### config.mk
export PLATFORM = sky130hd
export DESIGN_NAME = day_count_to_calendar_time
export DESIGN_NICKNAME = d
export VERILOG_FILES = /design/src/rtl/core/dcct_pkg.sv /design/src/rtl/core/dcct_secs.sv /design/src/rtl/core/dcct_tod.sv /design/src/rtl/core/dcct_date.sv /design/src/rtl/core/day_count_to_calendar_time.sv
export VERILOG_INCLUDE_DIRS = /design/src /design/src/rtl/core
export SDC_FILE = /design/constraint.sdc
export NUM_CORES = 2
export LEC_CHECK = 0
export ABC_AREA = 0
export BUFFER_PORTS_ARGS = -buffer_cell sky130_fd_sc_hd__clkbuf_2
export CELL_PAD_IN_SITES_DETAIL_PLACEMENT = 0
export CELL_PAD_IN_SITES_GLOBAL_PLACEMENT = 1
export CORE_MARGIN = 3
export CORE_UTILIZATION = 56
export DETAILED_ROUTE_END_ITERATION = 16
export MAX_ROUTING_LAYER = met4
export PLACE_DENSITY = 0.86
export SYNTH_ARGS = -nofsm -noshare
export SYNTH_HDL_FRONTEND = slang
export SYNTH_SLANG_ARGS = --single-unit
### constraint.sdc
create_clock -name clk -period 20.1 [get_ports clk]
set_input_delay 6.03 -clock clk [delete_from_list [all_inputs] [get_ports clk]]
set_output_delay 6.03 -clock clk [all_outputs]
set_load 0.005 [all_outputs]
### src/rtl/core/day_count_to_calendar_time_defines.svh
// Assertion macros for the day count to calendar time block.
`ifndef DAY_COUNT_TO_CALENDAR_TIME_DEFINES_SVH
`define DAY_COUNT_TO_CALENDAR_TIME_DEFINES_SVH
`ifndef SYNTHESIS
`define DCCT_ASSERT_IMP(lbl, ante, cons) \
    lbl: assert property (@(posedge clk) disable iff (!rst_n) (ante) |-> (cons)) \
        else $error("dcct assertion failed");
`define DCCT_ASSERT_NEXT(lbl, ante, cons) \
    lbl: assert property (@(posedge clk) disable iff (!rst_n) (ante) |=> (cons)) \
        else $error("dcct assertion failed");
`else
`define DCCT_ASSERT_IMP(lbl, ante, cons)
`define DCCT_ASSERT_NEXT(lbl, ante, cons)
`endif
`endif

### src/rtl/core/dcct_pkg.sv
// Types, constants and helper functions shared by the calendar time pipeline.
package dcct_pkg;

    localparam logic [22:0] MS_RECIP       = 23'd4294967;
    localparam logic [32:0] MS_PER_SEC     = 33'd1000;
    localparam logic [6:0]  SEC_RECIP      = 7'd97;
    localparam logic [23:0] SECS_PER_DAY   = 24'd86400;
    localparam logic [16:0] EPOCH_DAYS     = 17'd5113;
    localparam logic [5:0]  HOUR_RECIP     = 6'd36;
    localparam logic [16:0] SECS_PER_HOUR  = 17'd3600;
    localparam logic [6:0]  MIN_RECIP      = 7'd68;
    localparam logic [11:0] SECS_PER_MIN   = 12'd60;
    localparam logic [19:0] CIVIL_SHIFT    = 20'd719468;
    localparam logic [19:0] ERA4_START     = 20'd584388;
    localparam logic [19:0] ERA5_START     = 20'd730485;
    localparam logic [7:0]  Q4Y_RECIP      = 8'd179;
    localparam logic [17:0] DAYS_PER_4Y    = 18'd1460;
    localparam logic [17:0] DAYS_PER_100Y  = 18'd36524;
    localparam logic [17:0] DAYS_PER_400YM = 18'd146096;
    localparam logic [9:0]  YEAR_RECIP     = 10'd718;
    localparam logic [17:0] DAYS_PER_YEAR  = 18'd365;
    localparam logic [11:0] ERA4_YEAR      = 12'd1600;
    localparam logic [11:0] ERA5_YEAR      = 12'd2000;

    typedef struct packed {
        logic [4:0] hour;
        logic [5:0] minute;
        logic [5:0] second;
        logic [9:0] millisecond;
    } tod_t;

    typedef struct packed {
        logic [4:0]  day_of_month;
        logic [3:0]  month;
        logic [11:0] year;
    } date_t;

    function automatic logic [8:0] month_start(input logic [3:0] mp);
        logic [8:0] s;
        case (mp)
            4'd0:    s = 9'd0;
            4'd1:    s = 9'd31;
            4'd2:    s = 9'd61;
            4'd3:    s = 9'd92;
            4'd4:    s = 9'd122;
            4'd5:    s = 9'd153;
            4'd6:    s = 9'd184;
            4'd7:    s = 9'd214;
            4'd8:    s = 9'd245;
            4'd9:    s = 9'd275;
            4'd10:   s = 9'd306;
            4'd11:   s = 9'd337;
            default: s = 9'd366;
        endcase
        return s;
    endfunction

endpackage

### src/rtl/core/dcct_secs.sv
// Splits millis into seconds and milliseconds, then seconds into days and second of day.
module dcct_secs
    import dcct_pkg::*;
(
    input  logic        clk,
    input  logic [15:0] day_count,
    input  logic [31:0] millis,
    output logic [16:0] dnum,
    output logic [16:0] sod,
    output logic [9:0]  ms
);

    logic [54:0] p1_reg;
    logic [31:0] millis1_reg;
    logic [15:0] day1_reg;

    logic [22:0] secs2_reg, secs2_next;
    logic [9:0]  ms2_reg, ms2_next;
    logic [15:0] day2_reg;

    logic [29:0] p2_reg;
    logic [22:0] secs3_reg;
    logic [9:0]  ms3_reg;
    logic [15:0] day3_reg;

    logic [16:0] sod4_reg, sod4_next;
    logic [16:0] dnum4_reg, dnum4_next;
    logic [9:0]  ms4_reg;

    logic [22:0] q1;
    logic [32:0] r1;
    logic [6:0]  q2, q2c;
    logic [23:0] r2;

    always_comb
    begin
        q1 = p1_reg[54:32];
        r1 = {1'b0, millis1_reg} - ({10'd0, q1} * MS_PER_SEC);
        if (r1 >= MS_PER_SEC)
        begin
            secs2_next = q1 + 23'd1;
            ms2_next   = 10'(r1 - MS_PER_SEC);
        end
        else
        begin
            secs2_next = q1;
            ms2_next   = r1[9:0];
        end
    end

    always_comb
    begin
        q2 = p2_reg[29:23];
        r2 = {1'b0, secs3_reg} - ({17'd0, q2} * SECS_PER_DAY);
        if (r2 >= SECS_PER_DAY)
        begin
            sod4_next = 17'(r2 - SECS_PER_DAY);
            q2c       = q2 + 7'd1;
        end
        else
        begin
            sod4_next = r2[16:0];
            q2c       = q2;
        end
        dnum4_next = {1'b0, day3_reg} + EPOCH_DAYS + {10'd0, q2c};
    end

    always_ff @(posedge clk)
    begin
        p1_reg      <= {23'd0, millis} * {32'd0, MS_RECIP};
        millis1_reg <= millis;
        day1_reg    <= day_count;

        secs2_reg   <= secs2_next;
        ms2_reg     <= ms2_next;
        day2_reg    <= day1_reg;

        p2_reg      <= {7'd0, secs2_reg} * {23'd0, SEC_RECIP};
        secs3_reg   <= secs2_reg;
        ms3_reg     <= ms2_reg;
        day3_reg    <= day2_reg;

        sod4_reg    <= sod4_next;
        dnum4_reg   <= dnum4_next;
        ms4_reg     <= ms3_reg;
    end

    assign dnum = dnum4_reg;
    assign sod  = sod4_reg;
    assign ms   = ms4_reg;

endmodule

### src/rtl/core/dcct_tod.sv
// Splits the second of day into hour, minute and second over four stages.
module dcct_tod
    import dcct_pkg::*;
(
    input  logic        clk,
    input  logic [16:0] sod,
    input  logic [9:0]  ms,
    output tod_t        tod
);

    logic [22:0] p3_reg;
    logic [16:0] sod5_reg;
    logic [9:0]  ms5_reg;

    logic [4:0]  hour6_reg, hour6_next;
    logic [11:0] rem6_reg, rem6_next;
    logic [9:0]  ms6_reg;

    logic [18:0] p4_reg;
    logic [4:0]  hour7_reg;
    logic [11:0] rem7_reg;
    logic [9:0]  ms7_reg;

    tod_t        tod8_reg, tod8_next;

    logic [4:0]  q3;
    logic [16:0] r3;
    logic [5:0]  q4;
    logic [11:0] r4;

    always_comb
    begin
        q3 = p3_reg[21:17];
        r3 = sod5_reg - ({12'd0, q3} * SECS_PER_HOUR);
        if (r3 >= SECS_PER_HOUR)
        begin
            hour6_next = q3 + 5'd1;
            rem6_next  = 12'(r3 - SECS_PER_HOUR);
        end
        else
        begin
            hour6_next = q3;
            rem6_next  = r3[11:0];
        end
    end

    always_comb
    begin
        q4 = p4_reg[17:12];
        r4 = rem7_reg - ({6'd0, q4} * SECS_PER_MIN);
        tod8_next.hour        = hour7_reg;
        tod8_next.millisecond = ms7_reg;
        if (r4 >= SECS_PER_MIN)
        begin
            tod8_next.minute = q4 + 6'd1;
            tod8_next.second = 6'(r4 - SECS_PER_MIN);
        end
        else
        begin
            tod8_next.minute = q4;
            tod8_next.second = r4[5:0];
        end
    end

    always_ff @(posedge clk)
    begin
        p3_reg    <= {6'd0, sod} * {17'd0, HOUR_RECIP};
        sod5_reg  <= sod;
        ms5_reg   <= ms;

        hour6_reg <= hour6_next;
        rem6_reg  <= rem6_next;
        ms6_reg   <= ms5_reg;

        p4_reg    <= {7'd0, rem6_reg} * {12'd0, MIN_RECIP};
        hour7_reg <= hour6_reg;
        rem7_reg  <= rem6_reg;
        ms7_reg   <= ms6_reg;

        tod8_reg  <= tod8_next;
    end

    assign tod = tod8_reg;

endmodule

### src/rtl/core/dcct_date.sv
// Converts a day number since 1970 into a Gregorian date over seven stages.
module dcct_date
    import dcct_pkg::*;
(
    input  logic        clk,
    input  logic [16:0] dnum,
    output date_t       date
);

    logic [17:0] doe5_reg, doe5_next;
    logic        era5_reg, era5_next;

    logic [25:0] p5_reg;
    logic [17:0] doe6_reg;
    logic        era6_reg;

    logic [17:0] num7_reg, num7_next;
    logic [17:0] doe7_reg;
    logic        era7_reg;

    logic [27:0] p6_reg;
    logic [17:0] num8_reg;
    logic [17:0] doe8_reg;
    logic        era8_reg;

    logic [8:0]  yoe9_reg, yoe9_next;
    logic [17:0] doe9_reg;
    logic        era9_reg;

    logic [8:0]  doy10_reg, doy10_next;
    logic [8:0]  yoe10_reg;
    logic        era10_reg;

    date_t       date11_reg, date11_next;

    logic [19:0] z;
    logic [19:0] doe_wide;
    logic [7:0]  q5, c1460;
    logic [17:0] r5;
    logic [2:0]  c36524;
    logic        c146096;
    logic [9:0]  q6;
    logic [17:0] r6;
    logic [1:0]  c100;
    logic [17:0] yr_days;
    logic [17:0] doy_wide;
    logic [3:0]  mp;
    logic [8:0]  dom_wide;
    logic [11:0] base_year;

    always_comb
    begin
        z         = {3'd0, dnum} + CIVIL_SHIFT;
        era5_next = (z >= ERA5_START);
        doe_wide  = era5_next ? (z - ERA5_START) : (z - ERA4_START);
        doe5_next = doe_wide[17:0];
    end

    always_comb
    begin
        q5 = p5_reg[25:18];
        r5 = doe6_reg - ({10'd0, q5} * DAYS_PER_4Y);
        c1460 = (r5 >= DAYS_PER_4Y) ? (q5 + 8'd1) : q5;
        c36524 = 3'(doe6_reg >= DAYS_PER_100Y)
               + 3'(doe6_reg >= 18'(2 * 36524))
               + 3'(doe6_reg >= 18'(3 * 36524))
               + 3'(doe6_reg >= 18'(4 * 36524));
        c146096 = (doe6_reg == DAYS_PER_400YM);
        num7_next = doe6_reg + {15'd0, c36524} - {10'd0, c1460} - {17'd0, c146096};
    end

    always_comb
    begin
        q6 = p6_reg[27:18];
        r6 = num8_reg - ({8'd0, q6} * DAYS_PER_YEAR);
        yoe9_next = (r6 >= DAYS_PER_YEAR) ? 9'(q6 + 10'd1) : q6[8:0];
    end

    always_comb
    begin
        c100 = 2'(yoe9_reg >= 9'd100) + 2'(yoe9_reg >= 9'd200) + 2'(yoe9_reg >= 9'd300);
        yr_days = ({9'd0, yoe9_reg} * DAYS_PER_YEAR) + {11'd0, yoe9_reg[8:2]}
                - {16'd0, c100};
        doy_wide = doe9_reg - yr_days;
        doy10_next = doy_wide[8:0];
    end

    always_comb
    begin
        mp = 4'd0;
        for (int i = 1; i < 12; i++)
        begin
            if (doy10_reg >= month_start(4'(i)))
            begin
                mp = mp + 4'd1;
            end
        end
        dom_wide = doy10_reg - month_start(mp) + 9'd1;
        date11_next.day_of_month = dom_wide[4:0];
        date11_next.month = (mp < 4'd10) ? (mp + 4'd3) : (mp - 4'd9);
        base_year = era10_reg ? ERA5_YEAR : ERA4_YEAR;
        date11_next.year = base_year + {3'd0, yoe10_reg}
                         + {11'd0, (date11_next.month <= 4'd2)};
    end

    always_ff @(posedge clk)
    begin
        doe5_reg   <= doe5_next;
        era5_reg   <= era5_next;

        p5_reg     <= {8'd0, doe5_reg} * {18'd0, Q4Y_RECIP};
        doe6_reg   <= doe5_reg;
        era6_reg   <= era5_reg;

        num7_reg   <= num7_next;
        doe7_reg   <= doe6_reg;
        era7_reg   <= era6_reg;

        p6_reg     <= {10'd0, num7_reg} * {18'd0, YEAR_RECIP};
        num8_reg   <= num7_reg;
        doe8_reg   <= doe7_reg;
        era8_reg   <= era7_reg;

        yoe9_reg   <= yoe9_next;
        doe9_reg   <= doe8_reg;
        era9_reg   <= era8_reg;

        doy10_reg  <= doy10_next;
        yoe10_reg  <= yoe9_reg;
        era10_reg  <= era9_reg;

        date11_reg <= date11_next;
    end

    assign date = date11_reg;

endmodule

### src/rtl/core/day_count_to_calendar_time.sv
// Day count and millisecond timestamp to UTC calendar date and time of day.
// A request accepted at a clock edge shows on the result ports, with done high,
// after passing eleven register stages set by the constant dividers.
// Throughput: one request per cycle; busy is never raised.
// Reset clears only the valid pipeline; requests in flight are dropped.
// The receiver cannot stall; each result is shown for exactly one cycle.
`include "day_count_to_calendar_time_defines.svh"
module day_count_to_calendar_time
    import dcct_pkg::*;
(
    input  logic        clk,
    input  logic        rst_n,
    input  logic        start,
    output logic        busy,
    input  logic [15:0] day_count,
    input  logic [31:0] millis,
    output logic        done,
    output logic [4:0]  day_of_month,
    output logic [3:0]  month,
    output logic [11:0] year,
    output logic [4:0]  hour,
    output logic [5:0]  minute,
    output logic [5:0]  second,
    output logic [9:0]  millisecond
);

    logic [10:0] valid_reg, valid_next;
    tod_t        tod_dly_reg [3];

    logic [16:0] dnum;
    logic [16:0] sod;
    logic [9:0]  ms;
    tod_t        tod;
    date_t       date;

    logic        date_ok;
    logic        time_ok;

    dcct_secs u_secs
    (
        .clk       (clk),
        .day_count (day_count),
        .millis    (millis),
        .dnum      (dnum),
        .sod       (sod),
        .ms        (ms)
    );

    dcct_tod u_tod
    (
        .clk (clk),
        .sod (sod),
        .ms  (ms),
        .tod (tod)
    );

    dcct_date u_date
    (
        .clk  (clk),
        .dnum (dnum),
        .date (date)
    );

    assign busy       = 1'b0;
    assign valid_next = {valid_reg[9:0], start & ~busy};

    always_ff @(posedge clk or negedge rst_n)
    begin
        if (!rst_n)
        begin
            valid_reg <= '0;
        end
        else
        begin
            valid_reg <= valid_next;
        end
    end

    // hold the time of day until the date catches up
    always_ff @(posedge clk)
    begin
        tod_dly_reg[0] <= tod;
        tod_dly_reg[1] <= tod_dly_reg[0];
        tod_dly_reg[2] <= tod_dly_reg[1];
    end

    assign done         = valid_reg[10];
    assign day_of_month = date.day_of_month;
    assign month        = date.month;
    assign year         = date.year;
    assign hour         = tod_dly_reg[2].hour;
    assign minute       = tod_dly_reg[2].minute;
    assign second       = tod_dly_reg[2].second;
    assign millisecond  = tod_dly_reg[2].millisecond;

    assign date_ok = (month >= 4'd1) && (month <= 4'd12) && (day_of_month != 5'd0)
                     && (year >= 12'd1984) && (year <= 12'd2299);
    assign time_ok = (hour <= 5'd23) && (minute <= 6'd59) && (second <= 6'd59)
                     && (millisecond <= 10'd999);

    `DCCT_ASSERT_IMP(a_done_follows_request, done, $past(start, 11))
    `DCCT_ASSERT_NEXT(a_request_gives_result, valid_reg[9], done)
    `DCCT_ASSERT_IMP(a_date_range, done, date_ok)
    `DCCT_ASSERT_IMP(a_time_range, done, time_ok)

endmodule
# Word level (Yosys, flattened, before mapping)
# Memories as Yosys holds them, arrays and structs flattened.
# Cells that the tools add are included.
# op_classes
n_shift	0
n_reduce_logical	0
n_eq_ne	1
mul	13
magnitude_cmp	27
n_addsub	48
mux	23
div_mod_pow	0
n_bitwise	0
# op_table
op	n
$mul A23 B7 Y30 const B	2
$mul A32 B23 Y55 const B	1
$ge A9 B8 Y1 const B	5
$mux W4	11
$add A4 B1 Y4 const B	9
$ge A18 B17 Y1 const B	2
$ge A9 B9 Y1 const B	4
$sub A18 B18 Y18	2
$ge A33 B10 Y1 const B	1
$sub A32 B33 Y33	1
$ge A9 B7 Y1 const B	3
$mul A18 B9 Y27 const B	1
$mul A18 B8 Y26 const B	1
$ge A24 B17 Y1 const B	1
$mux W12	2
$sub A23 B24 Y24	1
$add A23 B1 Y23 const B	1
$mux W23	1
$add A17 B20 Y20 const B	1
$ge A20 B20 Y1 const B	1
$mul A17 B4 Y20 const B	1
$add A18 B3 Y18	1
$eq A18 B18 Y1 const B	1
$ge A18 B11 Y1 const B	1
53 further kinds	57
# totals
n_memories	2
reg_bits	636
ramBits	81
input_bits	51
latchBits	0
mem_bits_ro	144
out_inout_bits	50
word_cells	163
# memory_table
memory	depth	word_bits	read_ports	rd_clocked_by_memory_dff	wr	line	source
(no name shown)	16	9	1	0	0	dcct_pkg.sv:40	case (mp)
tod_dly_reg	3	27	3	0	3	day_count_to_calendar_time.sv:28	tod_t tod_dly_reg [3];

# Depth between registers and ports, before layout
# depth
depth_word	26
ltp_mapped	44
mapped_depth_nobuf	43

# Cells and area by module
# Synthesis repeated with hierarchy kept, for this count alone.
# hier_totals
cells_unflattened	5321
hier_area_um2	52913.2
# modules_own_cells
module	area_per_inst_um2	cells_per_inst	seq_area_each_um2	n_inst
dcct_secs	26237.7	2691	4404.2	1
dcct_date	18855.6	1989	3423.3	1
dcct_tod	5709.2	520	2382.3	1
day_count_to_calendar_time	2110.8	121	1896.8	1

# Worst setup path before layout
# Ideal clock, no wire load.
# synth_timing
path_kind	input port to flip-flop
startpoint	input millis[27]
endpoint	register u_secs.p1_reg[53]
path_slack_ps	8178
arrival_ps	11802
cell_stages	23
path_buffers	0
required_ps	19980
setup_ps	120
path_cell_list	ha_1 -> inv_1 -> fa_1 -> inv_1 -> ha_1 -> fa_1 -> inv_1 -> fa_1 -> fa_1 -> inv_1 -> fa_1 -> ha_1 -> nand2_1 -> nor4_1 -> nand4_1 -> o31ai_1 -> nand2_1 -> a31o_2 -> o311ai_0 -> o41ai_1 -> o21bai_1 -> a21oi_1 -> xnor2_1
# synth_via
elab_chain_cells	1
# synth_rtl
element	line	source
start: declaration	day_count_to_calendar_time.sv:16	input logic [31:0] millis,
$mul A32 B23 Y55	dcct_secs.sv:70	p1_reg <= {23'd0, millis} * {32'd0, MS_RECIP};
end signal: assignment	dcct_secs.sv:70	
end: declaration	dcct_secs.sv:13	logic [54:0] p1_reg;
# No other way between the ends.

# Final worst setup path
# layout_timing
startpoint	input millis[15]
endpoint	register u_secs.p1_reg[53]
# The elaborated chain is that of the path after synthesis.

==> run metrics <==
Seq/Total Area, Yosys 23.51%; CP Data Arrival Time 13.05 ns; layout net count 6814; share of cells above drive strength 1 5.124%; DR vias 33000; clk slew on worst S/H paths 0.06 ns; area of the multi-input gates 0.03481 sq mm; initial antenna violation count 0; HP Class flop to flop; final setup fails 0; postcts setup bufs 0; post-DP HPWL 79410 microns; Sink Count 602; period utilization 62.31%; Period minus WS final 12.52 ns; total routed wirelength 96710 microns; GRT Util Overall 21.96%; clock root cell clkbuf_16; Final Hold Viols 0; highest metal used met4; fmax 0.07985 GHz; initial core utilization 56.87%; CTS tree built; Relative slew margins 25.03%; fillers 7609; die area 0.09564 sq mm; Yosys top cell by area ha_1; Avg WL per Cell 15.10 microns; drt initial violations 1309; H-tree depth 3; max reg flops 81; die width 309.3 microns; Slew Viols, Final 0; number of global-route vias before repair 34330; Fin Setup TNS 0 ns; worst path required time 20.63 ns; die height 309.3 microns; TritonCTS Buffers 68; Ant. Diodes 0; maximum clock path buffer count 3; CP Max Fanout 10; Async S/R FF share, synth 1.827%; register bit total from synthesis 602; Worst-Margin Slew 1.123 ns; most frequently used flop master after synthesis dfxtp_1; Synth cell types 93; sequential cell area 0.01211 sq mm; WL met1 44770 microns; Synth top area share 25.82%; CP Launch Type input port; Synth Area per Inst 10.17 sq um; yosys warns 0; first-pass GRT wire length 166700 microns; routed vias/inst 5.152; element type at the critical path end flop; Residual DRC 0; cts hold-fix bufs 0; GPL Wtd Cong 0.8935; number of enable flip-flop cells after synthesis 0; most frequent cell after synthesis inv_1; crit path kind input port to flop; largest net degree at the start of global routing 28; Met2 Routed Length 46880 microns; core area 0.09056 sq mm; post_cts resized 0; maxcap violations 0; status finished clean; DRT Pass-1 Iters 7; Mapped Cells 5063; final worst clock skew 0.04812 ns; Area growth syn-to-layout 7.988%; Syn Nets 6701; mapped cell area 0.05150 sq mm; Final ANT Viol Nets 0; site row count 110; Post-synth top cells inv_1, ha_1, dfxtp_1, fa_1, xnor2_1; metal3 WL 3479 microns; GRT Residual Overflow 0; Synth area leaders ha_1, dfxtp_1, fa_1; clk_lat worst skew 0.66 ns; Port Buffers 99; RSZ-0062 raised after global routing false; Top Ports 101
[cell type report]
class	count	share of cell area (%)
inverter	1128	7.613
sequential	602	21.77
clock buffer	84	3.348
clock inverter	40	1.125
timing repair buffer	101	0.9179
multi-input combinational	3275	62.58
tap	1176	2.646
[cells in the final DEF (no fill, tap or decap), drive strengths merged, types with 74 or more instances in the layout]
cell type,synthesis,final
xor2,104,104
nand3,74,74
nand2,148,148
dfxtp,591,591
clkbuf,15,183
fa,524,524
nor2,157,157
inv,1128,1132
o21ai,126,126
xnor2,242,242
a21oi,175,175
ha,1063,1063
[final timing paths]
check | slack (ns) | cells past startpoint | startpoint | to
max | 7.58 | 24 | millis[15] | u_secs.p1_reg[53]$_DFF_P_
min | 0.31 | 0 | u_secs.p2_reg[4]$_DFF_P_ | u_secs.sod[4]$_DFF_P_
max reg2reg | 9.59 | 42 | u_date.p5_reg[21]$_DFF_P_ | u_date.num7_reg[16]$_DFF_P_
min reg2reg | 0.31 | 0 | u_secs.p2_reg[4]$_DFF_P_ | u_secs.sod[4]$_DFF_P_
max in group asynchronous | 14.62 | 1 | rst_n | valid_reg[0]$_DFF_PN0_
min in group asynchronous | 5.25 | 1 | rst_n | valid_reg[7]$_DFF_PN0_
[metal layers]
layer,vias to the layer above,track usage (%)
li1,16650,-
met1,15800,28.07
met2,446,37.26
met3,99,2.969
met4,0,4.962
met5,-,-
[kinds of logic after synthesis]
family | synth area share (%)
xor+xnor | 6.057
compound gates | 8.484
buf+inv | 8.911
mux | 0.5053
flops | 23.51
simple gates | 6.336
fa+ha+maj | 46.19
other cells | 0.007281
[worst max-delay path: stages]
cell      delay, ns
clkbuf_2       0.27
ha_1           0.38
ha_1           0.14
inv_1          0.06
fa_1           0.53
inv_1          0.05
fa_1           0.48
inv_1          0.06
fa_1           0.50
fa_1           0.55
inv_1          0.06
fa_1           0.48
ha_1           0.31
nand2_1        0.08
nor4_1         0.41
nand4_1        0.14
o31ai_1        0.53
nand2_1        0.21
a31o_2         0.31
o311ai_0       0.78
o41ai_1        0.20
o21bai_1       0.24
a21oi_1        0.13
xnor2_1        0.13
[per-stage QoR]
stage                     hold slack, ns  area (sq um)  cells  worst slack (ns)  util [%]
after detailed placement          0.3121         53130   6282             6.734     58.67
after global routing              0.3132         55620   6406             7.055     61.41
after CTS                         0.3042         55620   6406             7.383     61.41
after floorplan                   0.3096         51500   5063             8.178         -
after global placement            0.3102         53130   6282             6.859     58.67
final                             0.3142         55620   6406             7.576     61.41
Power is not shown: default switching activity piles up to over one toggle a cycle in this logic, so the estimate is an artifact.
